===== src/hw/rtl/arpc_pkg.sv =====
`timescale 1ns / 1ps
// ----------------------------------------------------------------------------
// arpc_pkg
// Shared types and constants for the address-resolution table engine.
// ----------------------------------------------------------------------------
package arpc_pkg;

    localparam int ENTRIES  = 16;
    localparam int IDX_BITS = $clog2(ENTRIES);
    localparam int TAG_BITS = 8;

    localparam logic [31:0] DEFAULT_LIFETIME = 32'd12000;

    localparam logic [1:0] MODE_RESOLVE = 2'd0;
    localparam logic [1:0] MODE_LEARN   = 2'd1;
    localparam logic [1:0] MODE_TICK    = 2'd2;
    localparam logic [1:0] MODE_UNUSED  = 2'd3;

    localparam logic [2:0] KIND_HIT     = 3'd0;
    localparam logic [2:0] KIND_REQUEST = 3'd1;
    localparam logic [2:0] KIND_DROP    = 3'd2;
    localparam logic [2:0] KIND_RELEASE = 3'd3;
    localparam logic [2:0] KIND_REPLY   = 3'd4;

    localparam logic [1:0] CFG_OUR_IP   = 2'd0;
    localparam logic [1:0] CFG_OUR_MAC  = 2'd1;
    localparam logic [1:0] CFG_LIFETIME = 2'd2;

    localparam logic [15:0] REQ_OPCODE = 16'd1;

    typedef struct packed {
        logic [31:0]         ip;
        logic [47:0]         mac;
        logic                valid;
        logic [63:0]         expiry;
        logic                pend;
        logic [TAG_BITS-1:0] tag;
    } entry_t;

    typedef struct packed {
        logic                active;
        logic [31:0]         key;
        logic                hit;
        logic [IDX_BITS-1:0] hit_idx;
        logic                hit_valid;
        logic [47:0]         hit_mac;
        logic                hit_pend;
        logic [TAG_BITS-1:0] hit_tag;
        logic                free;
        logic [IDX_BITS-1:0] free_idx;
        logic                expd;
        logic [IDX_BITS-1:0] exp_idx;
        logic                nopend;
        logic [IDX_BITS-1:0] np_idx;
        logic [TAG_BITS-1:0] tag0;
    } scan_t;

    typedef struct packed {
        logic                en;
        logic [IDX_BITS-1:0] idx;
        logic                upd_addr;
        logic                upd_learn;
        entry_t              data;
    } wr_t;

    typedef struct packed {
        logic [2:0]          kind;
        logic [47:0]         mac;
        logic [31:0]         ip;
        logic [TAG_BITS-1:0] tag;
    } result_t;

endpackage


===== src/hw/rtl/arpc_cell.sv =====
`timescale 1ns / 1ps
// ----------------------------------------------------------------------------
// arpc_cell
// One table slot; folds its entry into the search word passing down the row.
// ----------------------------------------------------------------------------
module arpc_cell
(
    input  logic                          clk,
    input  logic                          rst_n,
    input  logic [arpc_pkg::IDX_BITS-1:0] cell_idx,
    input  logic [63:0]                   tick,
    input  arpc_pkg::scan_t               scan_in,
    output arpc_pkg::scan_t               scan_out,
    input  arpc_pkg::wr_t                 wr
);

    arpc_pkg::entry_t ent_reg;
    arpc_pkg::scan_t  scan_reg;
    arpc_pkg::scan_t  scan_next;

    always_comb
    begin
        scan_next = scan_in;
        if (!scan_in.hit && ent_reg.ip == scan_in.key && (ent_reg.valid || ent_reg.pend))
        begin
            scan_next.hit       = 1'b1;
            scan_next.hit_idx   = cell_idx;
            scan_next.hit_valid = ent_reg.valid;
            scan_next.hit_mac   = ent_reg.mac;
            scan_next.hit_pend  = ent_reg.pend;
            scan_next.hit_tag   = ent_reg.tag;
        end
        if (!scan_in.free && !ent_reg.valid && !ent_reg.pend)
        begin
            scan_next.free     = 1'b1;
            scan_next.free_idx = cell_idx;
        end
        if (!scan_in.expd && ent_reg.valid && (ent_reg.expiry < tick) && !ent_reg.pend)
        begin
            scan_next.expd    = 1'b1;
            scan_next.exp_idx = cell_idx;
        end
        if (!scan_in.nopend && !ent_reg.pend)
        begin
            scan_next.nopend = 1'b1;
            scan_next.np_idx = cell_idx;
        end
        if (cell_idx == '0)
        begin
            scan_next.tag0 = ent_reg.tag;
        end
    end

    always_ff @(posedge clk or negedge rst_n)
    begin
        if (!rst_n)
        begin
            scan_reg <= '0;
            ent_reg  <= '0;
        end
        else
        begin
            scan_reg <= scan_next;
            if (wr.en && wr.idx == cell_idx)
            begin
                if (wr.upd_addr)
                begin
                    ent_reg.ip    <= wr.data.ip;
                    ent_reg.valid <= wr.data.valid;
                end
                if (wr.upd_learn)
                begin
                    ent_reg.mac    <= wr.data.mac;
                    ent_reg.expiry <= wr.data.expiry;
                end
                ent_reg.pend <= wr.data.pend;
                ent_reg.tag  <= wr.data.tag;
            end
        end
    end

    assign scan_out = scan_reg;

endmodule

===== config.mk =====
export PLATFORM = sky130hd
export DESIGN_NAME = arpc_cell
export DESIGN_NICKNAME = d
export VERILOG_FILES = /design/src/hw/rtl/arpc_pkg.sv /design/src/hw/rtl/arpc_cell.sv
export SDC_FILE = /design/constraint.sdc
export NUM_CORES = 1
export LEC_CHECK = 0
export ABC_CLOCK_PERIOD_IN_PS = 3500
export BUFFER_PORTS_ARGS = -buffer_cell sky130_fd_sc_hd__clkbuf_2
export CORE_MARGIN = 1.5
export CORE_UTILIZATION = 28
export CTS_BUF_LIST = sky130_fd_sc_hd__clkbuf_8
export CTS_CLUSTER_SIZE = 28
export DETAILED_ROUTE_END_ITERATION = 7
export HOLD_SLACK_MARGIN = 0.06
export SYNTH_ARGS = -nofsm -noshare
export SYNTH_HDL_FRONTEND = slang
export SYNTH_SLANG_ARGS = --single-unit

===== constraint.sdc =====
create_clock -name clk -period 3.5 [get_ports clk]
set_clock_uncertainty 0.1 [all_clocks]
set_input_delay 0.875 -clock clk [delete_from_list [all_inputs] [get_ports clk]]
set_output_delay 0.875 -clock clk [all_outputs]
set_load 0.05 [all_outputs]

==> flow_summary.json, run 1 <==
{
  "status": "complete, no violations",
  "drt-wirelength-per-cell_um": 17.77,
  "grt_usage_pct": 15.85,
  "power.leakage_nw": 8.127,
  "largest_reg_flops": 154,
  "overflow": 0,
  "r2r_cells": 6,
  "start_util_pct": 28.25,
  "yosysTopAreaCell": "dfrtp_1",
  "finalNonFillerCells": 1924,
  "fin_crit_ps": 2927,
  "io_buffers": 468,
  "die-area_um2": 43470,
  "cap_violations": 0,
  "insertion_delay_ps": 600,
  "io_pins": 469,
  "dp_hpwl_um": 26620,
  "ant_nets": 0,
  "routabilityCongestion": 0.8778,
  "synth_warnings": 0,
  "slowest_stage": "o41ai_1",
  "cts.sinks": 273,
  "fin_setup_tns_ps": 0,
  "cts.clk_slew.worst_paths_ps": 60,
  "synth.most_common_cell": "dfrtp_1",
  "area_growth_pct": 34.62,
  "cts_buffers": 49,
  "cts_setup_buffers": 0,
  "final_nets": 1774,
  "wl_um": 34190,
  "cts_tree": "done",
  "reg2reg_to": "scan_out[13]",
  "grt_pass1_wl_um": 52700,
  "arrival_ps": 3290,
  "yosys-top-cells-area": "dfrtp_1 58%, mux2_2 22%, ha_1 6.7%, inv_1 2.1%, xnor2_1 2.1%",
  "min_period_over_period_pct": 83.63,
  "holdCritPathClass": "in2async",
  "dp_cells": 1849,
  "worstMarginPinSlew_ps": 1106,
  "antenna_found_initial": 2,
  "cp-start-kind": "primary input",
  "pre_cts_slack_ps": 25.14,
  "synth_cell_types": 44,
  "grt_pass1_vias": 9303,
  "power_mw": 9.096,
  "synth_ff_type": "dfrtp_1",
  "crit_required_ps": 3860,
  "drt_first_pass_iters": 4,
  "clockBufferDepth": 3,
  "startpoint": "tick[1]",
  "ys_ff_latch": 273,
  "irDropWorstVdd_mv": 0.3709,
  "async_flop_share_pct": 100.0,
  "setup_viol": 0,
  "power.density_nw_per_um2": 571.4,
  "slew_viol_final": 0,
  "worst_slack_ps": 573.0,
  "drt-initial-drc-count": 382,
  "ctsResizeCount": 0,
  "netlist_area_um2": 11830,
  "syn_inst": 844,
  "fill_cells": 4103,
  "vias_per_cell": 4.427,
  "syn-num-nets": 1257,
  "htree_levels": 2,
  "cp_max_fo": 5,
  "via_count": 8518,
  "rrSetupSlack_ps": 590,
  "synth_edf_count": 0,
  "num_rows": 75,
  "crit_chain": "clkbuf_2, inv_1, ha_1, a2111o_1, a32o_1, o41ai_1, and4_4, o211ai_1",
  "avgSynthCellArea_um2": 14.01,
  "die_h_um": 208.5,
  "ctsHoldBuffers": 0,
  "drc": 0,
  "yosysSeqAreaShare_pct": 57.77,
  "max_slew_margin_pct": 25.32,
  "grt_max_degree": 81,
  "hold_ws_ps": 177.9,
  "reg2reg_from": "ent_reg[10]",
  "hold_viol": 0,
  "cts_root_buffer": "clkbuf_8",
  "rsz0062_at_grt": "false",
  "synth_top_cell_area_share_pct": 57.77,
  "drive_gt1_share_pct": 57.48,
  "fmax_ghz": 0.3416,
  "cp-end-kind": "flip-flop",
  "core_um2": 41850,
  "critPathKind": "in2reg",
  "cp_num_buf_inv": 2,
  "cpLargestDelayFamily": "compound AO/OA/AOI/OAI gates",
  "die_w_um": 208.5,
  "yosys-top-cells-count": "273 x dfrtp_1, 226 x mux2_2, 66 x inv_1",
  "cpPeakStageDelay_ps": 880
}
[report_power, final]
group	leakage, nW	internal (mW)	switching [mW]	total [mW]
Sequential	3.35	3.81	0.377	4.19
Combinational	4.28	1.02	1.08	2.11
Clock	0.494	1.51	1.29	2.80
Total	8.13	6.34	2.75	9.10
[metrics by stage]
stage          area, um^2  utilization, %
2_1_floorplan       11830               -
3_3_place_gp        15030           35.92
3_5_place_dp        15030           35.92
4_1_cts             15910           38.02
5_1_grt             15920           38.03
6_report            15920           38.04
[layout by cell type (no fill, tap or decap), types with 3 or more instances in the layout]
cell / n
xnor2_1: 28
nand3_1: 13
dfrtp_1: 273
nor4_1: 3
nand2_1: 16
mux2_1: 6
a21oi_1: 23
mux2_2: 226
nand4b_1: 4
xor2_1: 8
nor3_1: 7
nand4_1: 16
inv_1: 77
ha_1: 63
a21o_1: 5
clkbuf_2: 467
clkbuf_8: 56
buf_12: 9
o211ai_1: 5
nor4_2: 3
nor2_1: 10
o21a_1: 3
buf_4: 17
o21ai_0: 10
[layout make-up]
type | count | area (um^2) | share of cell area, %
diodes | 2 | 5.005 | 0.03144
multi-input cells | 477 | 4621 | 29.03
repair buffers | 494 | 2660 | 16.71
clock inverters | 17 | 108.9 | 0.6838
clock buffers | 56 | 770.7 | 4.842
flip-flops and latches | 273 | 6832 | 42.91
inverters | 66 | 247.7 | 1.556
well taps | 539 | 674.4 | 4.236
[cell families (layout without fill, tap and decap cells)]
| kind of cell | count (synthesis) | after routing | share of synthesized area [%] |
|---|---|---|---|
| buffers and inverters | 94 | 633 | 3.227 |
| DFF | 273 | 273 | 57.77 |
| adders and majority gates | 63 | 63 | 6.666 |
| other | 0 | 2 | 0 |
| and+or+nand+nor | 89 | 89 | 4.539 |
| muxes | 232 | 232 | 22.09 |
| AOI/OAI and AO/OA | 57 | 57 | 3.037 |
| xor gates and xnor gates | 36 | 36 | 2.666 |
[how the worst max path moves through the flow]
| stage | endpoint | slack [ps] | cells after the start |
|---|---|---|---|
| 6_report | scan_out[13] | 570 | 8 |
| 5_1_grt | scan_out[14] | 490 | 7 |
| 4_1_cts | scan_out[13] | 630 | 6 |
| 3_5_place_dp | scan_out[13] | 30 | 8 |
| 3_3_place_gp | scan_out[13] | 100 | 8 |
| 2_1_floorplan | scan_out[17] | 380 | 7 |
[metal layers]
layer  vias up  track usage (%)  part of all wire, %
met3        65            5.057                  7.5
met1      4119            19.06                   41
met4         0            5.965                  2.8
met2       335            26.42                   48
met5         -                0                    0
li1       3999                -                    -
Note: power is estimated with default switching activity, not from simulation.
==> run 2, diff against run 1 <==
--- a/config.mk
+++ b/config.mk
@@ -5,7 +5,7 @@
 export SDC_FILE = /design/constraint.sdc
 export NUM_CORES = 1
 export LEC_CHECK = 0
-export ABC_CLOCK_PERIOD_IN_PS = 3500
+export ABC_CLOCK_PERIOD_IN_PS = 2800
 export BUFFER_PORTS_ARGS = -buffer_cell sky130_fd_sc_hd__clkbuf_2
 export CORE_MARGIN = 1.5
 export CORE_UTILIZATION = 28
==> constraint.sdc (replaced) <==
create_clock -name clk -period 2.8 [get_ports clk]
set_clock_uncertainty 0.1 [all_clocks]
set_input_delay 0.7 -clock clk [delete_from_list [all_inputs] [get_ports clk]]
set_output_delay 0.7 -clock clk [all_outputs]
set_load 0.05 [all_outputs]
==> run 2 against run 1 <==
  * Worst hold slack worse by 56 ps
  * Clock power grew 37%
  * Via count up 3.2%
  * Combinational power increased by 32%
  * Routed wire length increased by 3.1%
  * Final cell count is 2.9% higher
  * Register-to-register slack got worse by 450 ps
  * Total power rose by 30%
  * Core utilization grew 1.3 points
  * Critical path depth increased by 2
  * Critical endpoint is now scan_out[84]
  * Largest cell class unchanged
  * Largest power group unchanged
==> flow_summary.json, run 2 (synthesis results as in run 1) <==
{
  "layout_common_cells": "467 x clkbuf_2, 273 x dfrtp_1, 226 x mux2_2",
  "power.leakage_nw": 8.431,
  "fmax_ghz": 0.3649,
  "cpPeakStageDelay_ps": 540,
  "cp-end-kind": "flip-flop",
  "vias_per_cell": 4.440,
  "drt-wirelength-per-cell_um": 17.82,
  "holdCritPathClass": "in2reg",
  "dp_hpwl_um": 27640,
  "dp_cells": 1882,
  "io_pins": 469,
  "num_antenna_cells": 0,
  "placed_area_um2": 15360,
  "critPathKind": "in2reg",
  "drive_gt1_share_pct": 58.68,
  "cts_root_buffer": "clkbuf_8",
  "cts_setup_buffers": 0,
  "min_period_over_period_pct": 97.87,
  "final_cell_area_um2": 16480,
  "grt_usage_pct": 16.31,
  "crit_required_ps": 3180,
  "finalNonFillerCells": 1979,
  "final_nets": 1818,
  "cap_violations": 0,
  "power_mw": 11.84,
  "grt_pass1_wl_um": 54150,
  "worstMarginPinSlew_ps": 714.8,
  "area_growth_pct": 39.39,
  "cts.sinks": 273,
  "max_slew_margin_pct": 51.98,
  "die_w_um": 208.5,
  "core_um2": 41850,
  "fill_cells": 4069,
  "die_h_um": 208.5,
  "drt_first_pass_iters": 4,
  "setup_viol": 0,
  "irDropWorstVdd_mv": 0.4549,
  "routed.top_layer": "met5",
  "clockBufferDepth": 3,
  "slowest_stage": "dlygate4sd3_1",
  "ant_nets": 0,
  "num_rows": 75,
  "fin_crit_ps": 2740,
  "slew_viol_final": 0,
  "final_common_cell": "clkbuf_2",
  "cts_buffers": 51,
  "seq_area_um2": 6832,
  "via_count": 8787,
  "hold_ws_ps": 122.4,
  "detailroute.wirelength.met3_um": 2653,
  "antenna_found_initial": 3,
  "crit_chain": "dlygate4sd3_1, clkbuf_2, xnor2_1, nand4_1, nor4_2, nand3_1, nor4_4, buf_12, buf_12, mux2_2",
  "htree_levels": 2,
  "routed-wl-met2_um": 17040,
  "cp-start-kind": "primary input",
  "power.density_nw_per_um2": 718.0,
  "start_util_pct": 28.25,
  "drt-initial-drc-count": 348,
  "cpLargestDelayFamily": "buffers and inverters",
  "overflow": 0,
  "routabilityCongestion": 0.8236,
  "rsz0062_at_grt": "false",
  "status": "complete, no violations",
  "grt_pass1_vias": 9696,
  "cp_max_fo": 17,
  "insertion_delay_ps": 620,
  "largest_reg_flops": 154,
  "multi_input_area_um2": 4690,
  "arrival_ps": 3120,
  "cts_tree": "done",
  "wl_met1_um": 14220,
  "cp_num_buf_inv": 4,
  "drc": 0,
  "wl_um": 35260,
  "cpMostUsedCell": "buf_12",
  "die-area_um2": 43470,
  "grt_max_degree": 59,
  "hold_viol": 0,
  "cts.clk_slew.worst_paths_ps": 50,
  "io_buffers": 468
}
## run 2: cell count changes in the layout (fill, tap and decap cells not counted), sizes merged, moves of 2 or more
cell	before	now
buf	27	60
clkbuf	523	530
clkinv	2	5
diode	2	0
dlygate4sd3	0	9
inv	79	83
## run 2: repair_timing
item,in CTS,in global routing
pin swaps,0,0
setup endpoints to repair,5,56
hold buffers,9,0
endpoints found under the hold margin,58,0
gates resized for setup,1,2
## run 2: metrics by stage
step	worst slack (ps)	utilization, %	setup TNS (ps)
floorplan	24.35	-	0
global placement	-489.9	36.69	-12230
detailed placement	-558.8	36.69	-13600
CTS	27.12	39.36	0
global route	1.093	39.38	0
finish	59.77	39.38	0
## run 2: cell type report
cell class / instances / share of cell area (%)
clock buffer: 63 / 5.260
clock inverter: 25 / 0.9109
inverter: 66 / 1.503
multi-input combinational: 477 / 28.45
sequential: 273 / 41.45
tap: 539 / 4.091
timing repair buffer: 536 / 18.34
## run 2: final timing paths
check                                  start            end  slack, ps  depth (start not counted)
worst max-delay path             scan_in[86]   scan_out[84]         60                         10
worst min-delay path            scan_in[112]  scan_out[112]        120                          1
worst max register to register   ent_reg[51]   scan_out[17]        140                          7
worst min register to register  ent_reg[119]   scan_out[77]        380                          1
max in group asynchronous              rst_n    ent_reg[97]       1280                          3
min in group asynchronous              rst_n    ent_reg[58]        510                          2
## run 2: where the power goes
part	leakage, nW	switching (mW)	total, mW	internal [mW]
Clock	0.580	1.71	3.83	2.11
Combinational	4.50	1.41	2.78	1.38
Sequential	3.35	0.464	5.23	4.76
## run 2: routing by layer
layer	vias to the layer above	GRT usage, %
li1	4092	-
met1	4266	19.19
met2	339	27.23
met3	86	5.343
met4	4	6.947
met5	-	0
